<file path="config.mk">
export PLATFORM = sky130hd
export DESIGN_NAME = twbl_sched
export DESIGN_NICKNAME = d
export VERILOG_FILES = /design/src/rtl/core/twbl_pkg.sv /design/src/rtl/core/twbl_sched.sv
export SDC_FILE = /design/constraint.sdc
export NUM_CORES = 1
export LEC_CHECK = 0
export ABC_AREA = 1
export BUFFER_PORTS_ARGS = -buffer_cell sky130_fd_sc_hd__buf_2
export CAP_MARGIN = 10
export CORE_MARGIN = 2
export CORE_UTILIZATION = 30
export DETAILED_ROUTE_END_ITERATION = 12
export HOLD_SLACK_MARGIN = 0.1
export PLACE_DENSITY = 0.52
export REMOVE_ABC_BUFFERS = 1
export SYNTH_ARGS = -nofsm -noshare
export SYNTH_HDL_FRONTEND = slang
export SYNTH_SLANG_ARGS = --single-unit
</file>
<file path="constraint.sdc">
create_clock -name clk -period 5.4 [get_ports clk]
set_input_delay 0.54 -clock clk [delete_from_list [all_inputs] [get_ports clk]]
set_output_delay 0.54 -clock clk [all_outputs]
set_load 0.1 [all_outputs]
</file>
<file path="src/rtl/core/twbl_pkg.sv">
// twbl_pkg: shared constants, codes and types of the two-class batch loader
// used by twbl_sched, the top level and twbl_checker; depends on nothing
package twbl_pkg;

  localparam int QUEUE_DEPTH = 1024;
  localparam int AW          = $clog2(QUEUE_DEPTH);
  localparam int CW          = $clog2(QUEUE_DEPTH + 1);
  localparam int ID_W        = 10;
  localparam int RUN_W       = 4;
  localparam int CAP_W       = 6;
  localparam int SLOT_W      = 5;
  localparam int CFG_IDX_W   = 2;
  localparam int CFG_DATA_W  = 6;
  localparam int TDATA_W     = 16;

  localparam logic [CFG_IDX_W-1:0] CFG_PRIORITY_RUN  = 2'd0;
  localparam logic [CFG_IDX_W-1:0] CFG_GOODS_RUN     = 2'd1;
  localparam logic [CFG_IDX_W-1:0] CFG_BOAT_CAPACITY = 2'd2;

  localparam logic [RUN_W-1:0] PRIORITY_RUN_RST  = 4'd4;
  localparam logic [RUN_W-1:0] GOODS_RUN_RST     = 4'd1;
  localparam logic [CAP_W-1:0] BOAT_CAPACITY_RST = 6'd10;

  localparam logic ACT_ENQUEUE = 1'b0;
  localparam logic ACT_LOAD    = 1'b1;

  localparam logic KIND_PRIORITY = 1'b0;
  localparam logic KIND_OTHER    = 1'b1;

  typedef enum logic [1:0] {
    ST_ENQUEUED = 2'd0,
    ST_DROPPED  = 2'd1,
    ST_LOADED   = 2'd2,
    ST_NOTHING  = 2'd3
  } status_t;

  // write request to the two queue memories
  typedef struct packed {
    logic            p_we;
    logic            o_we;
    logic [AW-1:0]   addr;
    logic [ID_W-1:0] data;
  } qwr_t;

  // outcome of the item being accepted
  typedef struct packed {
    status_t status;
    logic    kind;
    logic    last;
  } qres_t;

endpackage

</file>
<file path="src/rtl/core/twbl_sched.sv">
// twbl_sched: config registers, queue pointers and counts, weighted slot
// and batch bookkeeping; depends on twbl_pkg
module twbl_sched
  import twbl_pkg::*;
(
  input  logic                  clk,
  input  logic                  rst,
  input  logic                  cfg_we,
  input  logic [CFG_IDX_W-1:0]  cfg_index,
  input  logic [CFG_DATA_W-1:0] cfg_data,
  input  logic                  go,
  input  logic                  action,
  input  logic [ID_W-1:0]       vehicle_id,
  input  logic                  vehicle_kind,
  output qwr_t                  wr,
  output logic [AW-1:0]         p_head,
  output logic [AW-1:0]         o_head,
  output qres_t                 res
);

  logic [RUN_W-1:0]  priority_run;
  logic [RUN_W-1:0]  goods_run;
  logic [CAP_W-1:0]  boat_capacity;
  logic [CW-1:0]     p_count, p_count_next;
  logic [CW-1:0]     o_count, o_count_next;
  logic [AW-1:0]     p_head_next, o_head_next;
  logic [SLOT_W-1:0] slot, slot_next;
  logic [CAP_W-1:0]  fill, fill_next;

  logic [RUN_W-1:0]  pr_eff, gr_eff;
  logic [CAP_W-1:0]  cap_eff;
  logic [SLOT_W-1:0] cycle_len, slot_a, slot_b;
  logic              take_p, both_empty, drain, sel_full;
  logic [CW-1:0]     sel_count;
  logic [AW-1:0]     sel_head;
  logic [AW:0]       tail_sum;
  logic [CAP_W-1:0]  fill_inc;

  always_ff @(posedge clk) begin
    if (rst) begin
      priority_run  <= PRIORITY_RUN_RST;
      goods_run     <= GOODS_RUN_RST;
      boat_capacity <= BOAT_CAPACITY_RST;
    end else if (cfg_we) begin
      unique case (cfg_index)
        CFG_PRIORITY_RUN:  priority_run  <= cfg_data[RUN_W-1:0];
        CFG_GOODS_RUN:     goods_run     <= cfg_data[RUN_W-1:0];
        CFG_BOAT_CAPACITY: boat_capacity <= cfg_data[CAP_W-1:0];
        default: ;
      endcase
    end
  end

  always_comb begin
    pr_eff     = (priority_run == '0) ? RUN_W'(1) : priority_run;
    gr_eff     = (goods_run == '0) ? RUN_W'(1) : goods_run;
    cap_eff    = (boat_capacity == '0) ? CAP_W'(1) : boat_capacity;
    cycle_len  = {1'b0, pr_eff} + {1'b0, gr_eff};
    both_empty = (p_count == '0) && (o_count == '0);

    slot_a = (slot >= cycle_len) ? '0 : slot;
    slot_b = (slot_a >= {1'b0, pr_eff} && o_count == '0) ? '0 : slot_a;
    take_p = (slot_b < {1'b0, pr_eff}) && (p_count != '0);
    drain  = take_p ? (p_count == CW'(1) && o_count == '0)
                    : (o_count == CW'(1) && p_count == '0);
    fill_inc = fill + CAP_W'(1);

    // tail of the queue named by the item
    sel_count = vehicle_kind ? o_count : p_count;
    sel_head  = vehicle_kind ? o_head : p_head;
    sel_full  = (sel_count == CW'(QUEUE_DEPTH));
    tail_sum  = {1'b0, sel_head} + {1'b0, sel_count[AW-1:0]};
    if (tail_sum >= (AW+1)'(QUEUE_DEPTH)) begin
      tail_sum = tail_sum - (AW+1)'(QUEUE_DEPTH);
    end

    wr.p_we = go && (action == ACT_ENQUEUE) && !sel_full && (vehicle_kind == KIND_PRIORITY);
    wr.o_we = go && (action == ACT_ENQUEUE) && !sel_full && (vehicle_kind == KIND_OTHER);
    wr.addr = tail_sum[AW-1:0];
    wr.data = vehicle_id;

    res.kind = KIND_PRIORITY;
    res.last = 1'b0;
    if (action == ACT_ENQUEUE) begin
      res.status = sel_full ? ST_DROPPED : ST_ENQUEUED;
    end else if (both_empty) begin
      res.status = ST_NOTHING;
    end else begin
      res.status = ST_LOADED;
      res.kind   = take_p ? KIND_PRIORITY : KIND_OTHER;
      res.last   = (fill_inc >= cap_eff) || drain;
    end

    p_count_next = p_count;
    o_count_next = o_count;
    p_head_next  = p_head;
    o_head_next  = o_head;
    slot_next    = slot;
    fill_next    = fill;
    if (go) begin
      if (action == ACT_ENQUEUE) begin
        if (wr.p_we) p_count_next = p_count + CW'(1);
        if (wr.o_we) o_count_next = o_count + CW'(1);
      end else if (!both_empty) begin
        if (take_p) begin
          p_count_next = p_count - CW'(1);
          p_head_next  = (p_head == AW'(QUEUE_DEPTH - 1)) ? '0 : p_head + AW'(1);
        end else begin
          o_count_next = o_count - CW'(1);
          o_head_next  = (o_head == AW'(QUEUE_DEPTH - 1)) ? '0 : o_head + AW'(1);
        end
        if (res.last) begin
          slot_next = '0;
          fill_next = '0;
        end else begin
          slot_next = slot_b + SLOT_W'(1);
          fill_next = fill_inc;
        end
      end
    end
  end

  always_ff @(posedge clk) begin
    if (rst) begin
      p_count <= '0;
      o_count <= '0;
      p_head  <= '0;
      o_head  <= '0;
      slot    <= '0;
      fill    <= '0;
    end else begin
      p_count <= p_count_next;
      o_count <= o_count_next;
      p_head  <= p_head_next;
      o_head  <= o_head_next;
      slot    <= slot_next;
      fill    <= fill_next;
    end
  end

endmodule

</file>
== Yosys cells after proc, flatten, opt, wreduce, memory -nomap -nowiden ==
Index checks and enable logic that the tools add are counted.

* Bits in registers: 67
* Output and inout port bits: 46
* Word-level logic and storage cells: 94

* Reductions and logical operators: 28
* Bitwise operators: 4
* Equal/unequal tests: 10
* Add/subtract/negate cells: 11
* Mux-type cells: 27
* Magnitude comparators: 5

{| class="wikitable"
|+ Operators by type and width
! cell !! number
|-
| $mux W11 || 9
|-
| $mux W10 || 4
|-
| $add A11 B1 Y11 const B || 2
|-
| $eq A11 B1 Y1 const B || 2
|-
| $logic_not A11 Y1 || 2
|-
| $sub A11 B1 Y11 const B || 2
|-
| $add A10 B1 Y10 const B || 2
|-
| $eq A10 B10 Y1 const B || 2
|-
| $reduce_and A4 Y1 || 4
|-
| $mux W5 || 3
|-
| $mux W6 || 2
|-
| $add A10 B10 Y11 || 1
|-
| $eq A11 B11 Y1 const B || 1
|-
| $ge A11 B11 Y1 const B || 1
|-
| $reduce_bool A11 Y1 || 1
|-
| $sub A10 B1 Y10 const B || 1
|-
| $logic_and A1 B1 Y1 || 9
|-
| $logic_not A4 Y1 || 2
|-
| $mux W4 || 2
|-
| $add A6 B1 Y6 const B || 1
|-
| $ge A6 B6 Y1 || 1
|-
| $logic_not A6 Y1 || 1
|-
| $mux W2 || 3
|-
| $reduce_and A2 Y1 || 3
|-
| 16 further kinds || 24
|}

== Depth between registers and ports, before layout ==
Gate-level depths: netlist of run 1.

* Depth after elaboration: 15
* Mapped depth: 39
* Depth with buffers taken out: 39

== Worst setup path after synthesis of run 1 ==
Ideal clock, no wire load.

* Path type: flip-flop to output port
* Start point: register priority_run[1]
* End point: output port res[1] (netlist bit)
* Buffers on the path: 0
* Data required time: 4860 ps
* Path slack: -7 ps
* Stages on the path, launching flop included: 34
* Data arrival time: 4867 ps
* Cell sequence: dfxtp_1 -> inv_1 -> a31o_2 -> ha_1 -> inv_1 -> fa_1 -> nor2_1 -> a211oi_1 -> ha_1 -> a21oi_1 -> nand3_1 -> nor2_1 -> inv_1 -> ha_1 -> inv_1 -> nand2_1 -> nand2_1 -> nand2_1 -> nand2_1 -> nand2_1 -> nand2_1 -> nand3_1 -> nand2_2 -> clkinv_2 -> nor2_1 -> ha_1 -> nand2_1 -> inv_1 -> nand2_1 -> nand2_1 -> nand2_2 -> nand2_4 -> inv_1 -> nor2_1

{| class="wikitable"
|+ RTL lines
! what !! line !! text
|-
| start: declaration || twbl_sched.sv:21 || <nowiki>logic [RUN_W-1:0] priority_run;</nowiki>
|-
| start signal: assignment || twbl_sched.sv:46 || <nowiki>CFG_PRIORITY_RUN: priority_run <= cfg_data[RUN_W-1:0];</nowiki>
|-
| end: declaration || twbl_sched.sv:18 || <nowiki>output qres_t res</nowiki>
|}

==> run summary, run 1 <==
Clk buf depth -> 2
Compound-cell area share of the yosys netlist -> 12.9%
Nets -> 938
Port bufs -> 49
Max layer used -> met4
Met1 WL -> 7050 um
Count of pins over their slew limit -> 0
Mean Syn Cell Area -> 6.55 sq um
CP max stage delay -> 0.35 ns
Vias -> 5181
Cell variety after synth -> 41
Starting Density -> 30.7%
VDD IR max -> 241 uV
DIE AREA -> 19600 sq um
I/O Pins -> 70
Clock transition at the registers of the reported paths -> 0.06 ns
Reg2Reg Setup Slack -> 0.85 ns
Final wirelength -> 14700 um
Max cap viols -> 0
Drt via density -> 4.69
CP max FO -> 4
Ant diodes -> 0
Final setup viols -> 0
Vias in the first global route -> 4892
Sink Count -> 67
Class of the worst hold path -> in2reg
Synthesized area -> 5540 sq um
F_max -> 198 MHz
Placed cell areas -> 5860 sq um
Crit start category -> register
Pwr per Cell Area -> 370 nW/um^2
Status -> finished, final reports clean
Worst-Margin Slew -> 0.833 ns
Clock skew -> 0.00899 ns
Xor and xnor area share after synthesis -> 9.65%
WL per Instance -> 13.3 um
Pre-CTS WS -> 0.309 ns
Post-Synth Simple-Gate Area -> 29.9%
Finished Core Util -> 34.8%
CP Capture Type -> output port
Sw Ratio -> 48.2%
Clock power frac -> 23.3%
Comb pwr share -> 50.0%
All-layer global routing usage -> 15.2%
Cell Count, Final, Fillers Out -> 1105
Final Cell Area -> 6270 sq um
Mapped Cells -> 846
TritonCTS clock tree -> built
CP max stage cell -> fa_2
Hold_buf cts -> 0
Adder-cell share of the synthesized area -> 9.98%
DP HPWL -> 11000 um
Sequential power share -> 26.7%
Routed Antenna Nets -> 0
Warnings, synthesis -> 0
Gp weighted congestion -> 0.830
Congestion Overflow GR -> 0
Internal -> 1.20 mW
Root buffer cell -> clkbuf_16
Total CTS buffers -> 9
P_sw -> 1.12 mW
Final min period -> 5.05 ns
Critical path type -> reg2out
Row Count -> 49
DRC errors left -> 0
Main combinational cell family by area after synthesis -> simple AND/OR/NAND/NOR gates
Sequential cell area -> 1340 sq um
First-pass GRT wire length -> 24400 um
Yosys reg bits -> 67
Drt first pass iters -> 5
Drt first-iter violations -> 284
Layout cell share with drive strength beyond 1 -> 14.6%
Initial antenna violation count -> 0
H-tree Lvls -> 3
Most used cell, CP -> nand2_1
Largest net degree at the start of global routing -> 43
Area of the multi-input gates -> 3560 sq um
Crit path required time -> 4.86 ns
Layout area overhead -> 13.1%
Skew-Pair Late Insertion Delay -> 0.34 ns
Worst endpoint data arrival time -> 4.51 ns
Slew margin rel. -> 44.4%
CORE AREA -> 18000 sq um
Tcrit/Tclk final -> 93.5%
Die X -> 140 um
Die Span Y -> 140 um
Placed instance count -> 1085
Final hold violations -> 0
Sequential share of the synthesized area -> 24.2%
Met2 wire len -> 6770 um
DR WL met3 -> 652 um
Worst setup margin -> 0.349 ns
Total leakage power -> 2.80 nW
Post-synthesis mux area share -> 0%
Fill cells -> 1995
[kinds of logic after synthesis]
logic type / after synthesis
adder cells (fa/ha/maj): 43
AO/OA/AOI/OAI: 137
buffers and inverters: 172
XOR/XNOR: 61
flip-flops: 67
AND/OR/NAND/NOR: 366
[sequential cells by signal (all words and copies together) (netlist names)]
register,cells
priority_run,4
p_head,10
fill,6
p_count,11
o_count,11
o_head,10
goods_run,4
boat_capacity,6
slot,5
[synthesized netlist by cell type, drive strengths merged]
cell type	count	share of area (%)
nand2	206	15
inv	125	8.5
a21oi	67	6.1
dfxtp	67	24
o21ai	58	5.2
nor2	56	4.5
nand3	55	5.1
xor2	49	7.7
ha	41	9.3
buf	25	3.3
nor3	25	2.6
clkbuf	19	1.3
xnor2	12	1.9
nor4	10	1.1
nand4	8	0.90
nand3b	4	0.54
o211ai	4	0.54
clkinv	3	0.23
a211oi	2	0.27
fa	2	0.72
o31ai	2	0.27
or2	2	0.23
a21boi	1	0.14
a31o	1	0.16
o21a	1	0.14
o22ai	1	0.11
[layer usage]
metal | up-vias | track usage [%]
met4 | 0 | 4.05
met5 | - | 0
met1 | 2304 | 20.2
met2 | 116 | 24.9
li1 | 2743 | -
met3 | 18 | 3.20
[worst max-delay path, delay by kind of cell, from the launching register on]
family / cells / cell delay, ns
compound gates: 2 / 0.28
fa+ha+maj: 5 / 1.36
buf+inv: 7 / 0.51
flops: 1 / 0.34
simple gates: 22 / 1.68
[path summary, 6_finish.rpt]
kind	from	endpoint	depth (start not counted)
worst max register to register	goods_run[1]	o_count[2]	37
worst max-delay path	goods_run[1]	res[0]	36
worst min-delay path	cfg_data[3]	boat_capacity[3]	3
worst min register to register	slot[0]	slot[0]	2
[power groups by stage]
stage / Clock (mW) / Sequential [mW] / Combinational [mW]
after floorplan: 0 / 0.639 / 0.859
after global placement: 0 / 0.628 / 1.11
after detailed placement: 0 / 0.628 / 1.11
after CTS: 0.556 / 0.617 / 1.12
after global routing: 0.576 / 0.627 / 1.29
final: 0.540 / 0.618 / 1.16
[cell type report]
cell class                      instances  area share (%)
Timing Repair Buffer                   58            5.33
Inverter                              128            7.71
Multi-Input combinational cell        607            56.8
Tap cell                              229            4.57
Sequential cell                        67            21.4
Clock inverter                          5           0.479
Clock buffer                           11            3.71
[metrics by stage]
stage               TNS (ns)  hold slack, ns  total power, mW
floorplan            -0.0122           0.426             1.50
global placement           0           0.455             1.74
detailed placement         0           0.463             1.74
CTS                        0           0.449             2.30
global route          -0.119           0.479             2.50
finish                     0           0.463             2.32
[cell usage in the layout (no fill, tap or decap), types with 2 or more instances in the layout]
master,netlist,layout
a21oi_1,67,65
a21oi_2,0,2
buf_2,4,47
buf_4,15,9
clkbuf_1,17,2
clkbuf_16,0,9
clkinv_1,2,2
clkinv_2,1,3
clkinvlp_4,0,2
dfxtp_1,67,65
dfxtp_2,0,2
ha_1,41,39
inv_1,119,116
inv_2,6,9
nand2_1,193,189
nand2_2,9,13
nand2_4,4,4
nand3_1,54,52
nand3_2,1,3
nand3b_1,4,4
nand4_1,8,8
nor2_1,49,44
nor2_2,4,6
nor2_4,2,5
nor3_1,23,23
nor4_1,10,10
o211ai_1,4,4
o21ai_0,55,55
o21ai_1,3,3
or2_2,2,2
xnor2_1,12,12
xor2_1,49,49
[what timing repair did]
item | in CTS | in global routing
pin swaps | 0 | 10
setup endpoints to repair | 2 | 2
buffers inserted | 0 | 4
resized for setup | 2 | 29
Power figures use the tool's default switching activity.
==> run 2, diff against run 1 <==
--- a/config.mk
+++ b/config.mk
@@ -10,10 +10,12 @@
 export CAP_MARGIN = 10
 export CORE_MARGIN = 2
 export CORE_UTILIZATION = 30
+export CTS_CLUSTER_SIZE = 10
 export DETAILED_ROUTE_END_ITERATION = 12
 export HOLD_SLACK_MARGIN = 0.1
 export PLACE_DENSITY = 0.52
 export REMOVE_ABC_BUFFERS = 1
+export SETUP_SLACK_MARGIN = 0.4
 export SYNTH_ARGS = -nofsm -noshare
 export SYNTH_HDL_FRONTEND = slang
 export SYNTH_SLANG_ARGS = --single-unit
==> run 2 against run 1 <==
Effect of this change: count of clock-buffer cells in the layout unchanged; worst hold slack got worse by 0.0017 ns; flip-flop and latch count is the same; via count is 4.2% higher; largest cell class unchanged; largest power group unchanged.
==> run summary, run 2 (synthesis results as in run 1) <==
Status -> finished, final reports clean (unchanged)
P_sw -> 1.21 mW (was 1.12 mW)
Reg2Reg Setup Slack -> 0.34 ns (was 0.85 ns)
Crit path buffers/inverters -> 8 (was 7)
Row Count -> 49 (unchanged)
Finished Core Util -> 37.2% (was 34.8%)
Final setup viols -> 0 (unchanged)
Drt first-iter violations -> 247 (was 284)
Placed instance count -> 1085 (unchanged)
Final wirelength -> 15600 um (was 14700 um)
I/O Pins -> 70 (unchanged)
Drt via density -> 4.75 (was 4.69)
Initial antenna violation count -> 0 (unchanged)
CP max FO -> 4 (unchanged)
Clock transition at the registers of the reported paths -> 0.06 ns (about the same)
Drt first pass iters -> 5 (unchanged)
Pre-CTS WS -> 0.309 ns (unchanged)
CP max stage cell -> fa_2 (unchanged)
Count of pins over their slew limit -> 0 (unchanged)
Placed cell areas -> 5860 sq um (unchanged)
Clk buf depth -> 2 (unchanged)
Crit start category -> register (unchanged)
Sequential power share -> 24.5% (was 26.7%)
Layout cell share with drive strength beyond 1 -> 20.9% (was 14.6%)
Commonest non-fill, non-tap cell in the layout -> nand2_1 (unchanged)
Comb pwr share -> 54.2% (was 50.0%)
Total CTS buffers -> 9 (unchanged)
CP Capture Type -> output port (unchanged)
Sink Count -> 67 (unchanged)
Die Span Y -> 140 um (unchanged)
Critical path type -> reg2out (unchanged)
Clock power frac -> 21.3% (was 23.3%)
Tcrit/Tclk final -> 95.7% (was 93.5%)
Slew margin rel. -> 44.1% (was 44.4%)
First-pass GRT wire length -> 25100 um (was 24400 um)
DP HPWL -> 11000 um (unchanged)
Class of the worst hold path -> in2reg (unchanged)
Fill cells -> 1972 (was 1995)
All-layer global routing usage -> 15.7% (was 15.2%)
Worst-Margin Slew -> 0.838 ns (was 0.833 ns)
Tot Pwr -> 2.53 mW (was 2.32 mW)
Hold Slack -> 0.461 ns (was 0.463 ns)
CORE AREA -> 18000 sq um (unchanged)
Most frequent cells in the layout -> nand2_1 (183), inv_1 (110), dfxtp_1 (64), a21oi_1 (59), o21ai_0 (55) (was nand2_1 (189), inv_1 (116), a21oi_1 (65), dfxtp_1 (65), o21ai_0 (55))
Worst endpoint data arrival time -> 4.63 ns (was 4.51 ns)
DIE AREA -> 19600 sq um (unchanged)
Congestion Overflow GR -> 0 (unchanged)
Root buffer cell -> clkbuf_16 (unchanged)
Skew-Pair Late Insertion Delay -> 0.34 ns (about the same)
Most used cell, CP -> nand2_1 (unchanged)
Final hold violations -> 0 (unchanged)
Crit-path leading delay family -> adder cells (was simple AND/OR/NAND/NOR gates)
Crit path required time -> 4.86 ns (about the same)
Hold path depth -> 3 (unchanged)
Pwr per Cell Area -> 378 nW/um^2 (was 370 nW/um^2)
WL per Instance -> 13.7 um (was 13.3 um)
Sw Ratio -> 47.7% (was 48.2%)
Worst r2r path cells -> 41 (was 37)
Die X -> 140 um (unchanged)
VDD IR max -> 245 uV (was 241 uV)
Clock skew -> 0.00851 ns (was 0.00899 ns)
Final Cell Area -> 6700 sq um (was 6270 sq um)
Final TNS setup -> 0 ns (unchanged)
CP max stage delay -> 0.40 ns (was 0.35 ns)
Largest net degree at the start of global routing -> 43 (unchanged)
Port bufs -> 49 (unchanged)
Final min period -> 5.17 ns (was 5.05 ns)
Internal -> 1.32 mW (was 1.20 mW)
F_max -> 194 MHz (was 198 MHz)
RSZ-0062 raised after global routing -> true
Crit path depth -> 34 (was 36)
Routed Antenna Nets -> 0 (unchanged)
Max cap viols -> 0 (unchanged)
Nets -> 970 (was 938)
TritonCTS clock tree -> built (unchanged)
Vias -> 5401 (was 5181)
Vias in the first global route -> 5069 (was 4892)
Worst setup margin -> 0.233 ns (was 0.349 ns)
DRC errors left -> 0 (unchanged)
Cell Count, Final, Fillers Out -> 1137 (was 1105)
Gp weighted congestion -> 0.830 (unchanged)
Layout area overhead -> 21.0% (was 13.1%)
Ant diodes -> 0 (unchanged)
H-tree Lvls -> 3 (unchanged)
Total leakage power -> 2.99 nW (was 2.80 nW)
Starting Density -> 30.7% (unchanged)
Largest registers -> o_count x11, p_count x11 (unchanged)
## run 2: layer usage
metal | up-vias | wire length (um) | GRT usage (%)
met3 | 25 | 624 | 3.23
met2 | 132 | 7260 | 26.2
li1 | 2810 | - | -
met4 | 0 | 300 | 4.58
met1 | 2434 | 7450 | 20.3
met5 | - | 0 | 0
## run 2: layout make-up
class / count / area, sq um / area share [%]
clock buffer: 11 / 233 / 3.47
inverter: 128 / 497 / 7.41
timing repair buffer: 87 / 587 / 8.76
tap: 229 / 287 / 4.28
multi-input combinational: 609 / 3710 / 55.4
clock inverter: 5 / 30.0 / 0.448
timing repair inverter: 1 / 7.51 / 0.112
sequential: 67 / 1350 / 20.1
## run 2: worst register-to-register path: cells and delay by family, from the launching register on
kind / cells / cell delay, ns
adder cells (fa/ha/maj): 5 / 1.46
AND/OR/NAND/NOR: 19 / 1.39
buffers and inverters: 13 / 1.15
AO/OA/AOI/OAI: 4 / 0.66
flip-flops: 1 / 0.35
## run 2: worst paths after layout
kind                      endpoint        startpoint
hold reg to reg   boat_capacity[0]  boat_capacity[0]
setup / recovery            res[1]      goods_run[2]
hold / removal    boat_capacity[3]       cfg_data[3]
setup reg to reg           fill[2]      goods_run[2]
## run 2: repair_timing
item                                    in CTS  in global routing
endpoints found under the setup margin       2                 35
resized for setup                           27                 57
hold buffers                                 0                  0
gates cloned                                 0                  3
buffers inserted                            19                 14
pin swaps                                   11                 27
## run 2: power by group through the flow
stage          clock, mW  combinational [mW]  sequential [mW]
6_report           0.540                1.37            0.619
5_1_grt            0.576                1.51            0.627
4_1_cts            0.556                1.21            0.618
3_5_place_dp           0                1.11            0.628
3_3_place_gp           0                1.11            0.628
2_1_floorplan          0               0.859            0.639
==> run 3, diff against run 2 <==
--- a/config.mk
+++ b/config.mk
@@ -10,6 +10,8 @@
 export CAP_MARGIN = 10
 export CORE_MARGIN = 2
 export CORE_UTILIZATION = 30
+export CTS_BUF_LIST = sky130_fd_sc_hd__clkbuf_4
+export CTS_CLUSTER_DIAMETER = 50
 export CTS_CLUSTER_SIZE = 10
 export DETAILED_ROUTE_END_ITERATION = 12
 export HOLD_SLACK_MARGIN = 0.1
==> run 3 against run 2 <==
Effect of this change: flip-flop and latch count stayed put; register-to-register slack got worse by 0.15 ns; combinational power rose by 3%; global-route usage about the same; final cell count fell by 0.18%; final area down 1.2%; count of clock-buffer cells in the layout is the same; non-clock buffer count down 1; via count decreased by 0.35%; total power is 7.7% lower; wire length decreased by 1.1%; clock skew up 0.010 ns.
==> run summary, run 3 (synthesis results as in run 1) <==
Hold_buf cts -> 0 (unchanged)
All-layer global routing usage -> 15.7% (about the same)
Crit path launch -> goods_run[2] (unchanged)
Worst endpoint data arrival time -> 4.78 ns (was 4.63 ns)
Slew margin rel. -> 44.1% (about the same)
Root buffer cell -> clkbuf_4 (was clkbuf_16)
Die X -> 140 um (unchanged)
Drt first-iter violations -> 250 (was 247)
Most frequent cells in the layout -> nand2_1 (182), inv_1 (110), dfxtp_1 (63), a21oi_1 (56), o21ai_0 (55) (was nand2_1 (183), inv_1 (110), dfxtp_1 (64), a21oi_1 (59), o21ai_0 (55))
Largest registers -> o_count x11, p_count x11 (unchanged)
Tot Pwr -> 2.33 mW (was 2.53 mW)
Clock transition at the registers of the reported paths -> 0.11 ns (was 0.06 ns)
CP Capture Type -> output port (unchanged)
Met1 Use GR -> 20.3% (about the same)
Drt first pass iters -> 5 (unchanged)
CP max stage delay -> 0.40 ns (about the same)
Commonest non-fill, non-tap cell in the layout -> nand2_1 (unchanged)
Routed Antenna Nets -> 0 (unchanged)
Vias -> 5382 (was 5401)
Drt via density -> 4.74 (was 4.75)
Port bufs -> 49 (unchanged)
Met2 usage -> 26.2% (about the same)
First-pass GRT wire length -> 25200 um (was 25100 um)
DRC errors left -> 0 (unchanged)
VDD IR max -> 245 uV (about the same)
Final wirelength -> 15500 um (was 15600 um)
Skew-Pair Late Insertion Delay -> 0.46 ns (was 0.34 ns)
Fill cells -> 1978 (was 1972)
Starting Density -> 30.7% (unchanged)
Placed instance count -> 1085 (unchanged)
H-tree Lvls -> 3 (unchanged)
CP max stage cell -> fa_2 (unchanged)
RSZ-0062 raised after global routing -> true (unchanged)
I/O Pins -> 70 (unchanged)
Nets -> 968 (was 970)
Final setup viols -> 0 (unchanged)
Clk buf depth -> 2 (unchanged)
Hold Slack -> 0.342 ns (was 0.461 ns)
Cell Count, Final, Fillers Out -> 1135 (was 1137)
CORE AREA -> 18000 sq um (unchanged)
Ant diodes -> 0 (unchanged)
Pre-CTS WS -> 0.309 ns (unchanged)
Placed cell areas -> 5860 sq um (unchanged)
TritonCTS clock tree -> built (unchanged)
Vias in the first global route -> 5049 (was 5069)
Total CTS buffers -> 9 (unchanged)
Crit path required time -> 4.86 ns (about the same)
Most used routing layer -> met2 (unchanged)
Status -> finished, final reports clean (unchanged)
Total leakage power -> 2.94 nW (was 2.99 nW)
Most used cell, CP -> nand2_1 (unchanged)
Layout cell share with drive strength beyond 1 -> 21.5% (was 20.9%)
Worst setup margin -> 0.0800 ns (was 0.233 ns)
DIE AREA -> 19600 sq um (unchanged)
Reg-to-reg endpoint -> slot[0] (was fill[2])
Critical path type -> reg2out (unchanged)
Clock skew -> 0.0186 ns (was 0.00851 ns)
Worst r2r path cells -> 43 (was 41)
Worst Setup EP -> res[0] (was res[1])
Launching point of the worst reg2reg path -> goods_run[2] (unchanged)
Crit path depth -> 34 (unchanged)
Pwr per Cell Area -> 352 nW/um^2 (was 378 nW/um^2)
Final hold violations -> 0 (unchanged)
Crit start category -> register (unchanged)
Die Span Y -> 140 um (unchanged)
Congestion Overflow GR -> 0 (unchanged)
Crit path buffers/inverters -> 7 (was 8)
Layout area overhead -> 19.6% (was 21.0%)
Class of the worst hold path -> in2reg (unchanged)
Crit-path leading delay family -> simple AND/OR/NAND/NOR gates (was adder cells)
GR Util met3 -> 3.48% (was 3.23%)
Finished Core Util -> 36.7% (was 37.2%)
Tcrit/Tclk final -> 98.5% (was 95.7%)
Final min period -> 5.32 ns (was 5.17 ns)
WL per Instance -> 13.6 um (was 13.7 um)
Worst-Margin Slew -> 0.838 ns (about the same)
DP HPWL -> 11000 um (unchanged)
Final Cell Area -> 6620 sq um (was 6700 sq um)
Final TNS setup -> 0 ns (unchanged)
Sink Count -> 67 (unchanged)
Reg2Reg Setup Slack -> 0.19 ns (was 0.34 ns)
Gp weighted congestion -> 0.830 (unchanged)
Initial antenna violation count -> 0 (unchanged)
Largest net degree at the start of global routing -> 43 (unchanged)
F_max -> 188 MHz (was 194 MHz)
Count of pins over their slew limit -> 0 (unchanged)
CP max FO -> 4 (unchanged)
Max cap viols -> 0 (unchanged)
Row Count -> 49 (unchanged)
## run 3: timing repair
item | 4_1_cts | 5_1_grt
setup endpoints to repair | 2 | 41
buffers inserted | 21 | 11
pin swaps | 10 | 26
resized for setup | 29 | 77
cloned | 0 | 2
## run 3: worst min-delay path by stage
stage / start / to / slack, ns / cells after the start
after floorplan: boat_capacity[0] / boat_capacity[0] / 0.43 / 2
after global placement: slot[0] / slot[0] / 0.46 / 2
after detailed placement: slot[0] / slot[0] / 0.46 / 2
after CTS: cfg_data[3] / boat_capacity[3] / 0.29 / 3
after global routing: cfg_data[3] / boat_capacity[3] / 0.33 / 3
final: cfg_data[3] / boat_capacity[3] / 0.34 / 3
## run 3: final cells by class
type                            count  area, sq um  share of cell area [%]
Timing Repair inverter              1         16.3                   0.246
Tap cell                          229          287                    4.33
Multi-Input combinational cell    608         3760                    56.8
Sequential cell                    67         1350                    20.4
Inverter                          128          508                    7.67
Clock inverter                      5         30.0                   0.453
Timing Repair Buffer               86          591                    8.92
Clock buffer                       11         82.6                    1.25
## run 3: report_power, final
part / total (mW) / leakage (nW) / internal (mW) / switching [mW]
clock network: 0.309 / 0.0626 / 0.102 / 0.206
registers: 0.618 / 0.546 / 0.543 / 0.0744
logic: 1.41 / 2.33 / 0.489 / 0.918
total: 2.33 / 2.94 / 1.13 / 1.20
## run 3: layer usage
layer	vias up	wire length (um)
met1	2450	7260
met3	14	662
met2	110	7330
li1	2808	-
met5	-	0
met4	0	210
## run 3: tightest hold or removal path, delay by kind of cell
kind	cells	cell delay, ns
AO/OA/AOI/OAI	1	0.07
buffers and inverters	1	0.10
AND/OR/NAND/NOR	1	0.06
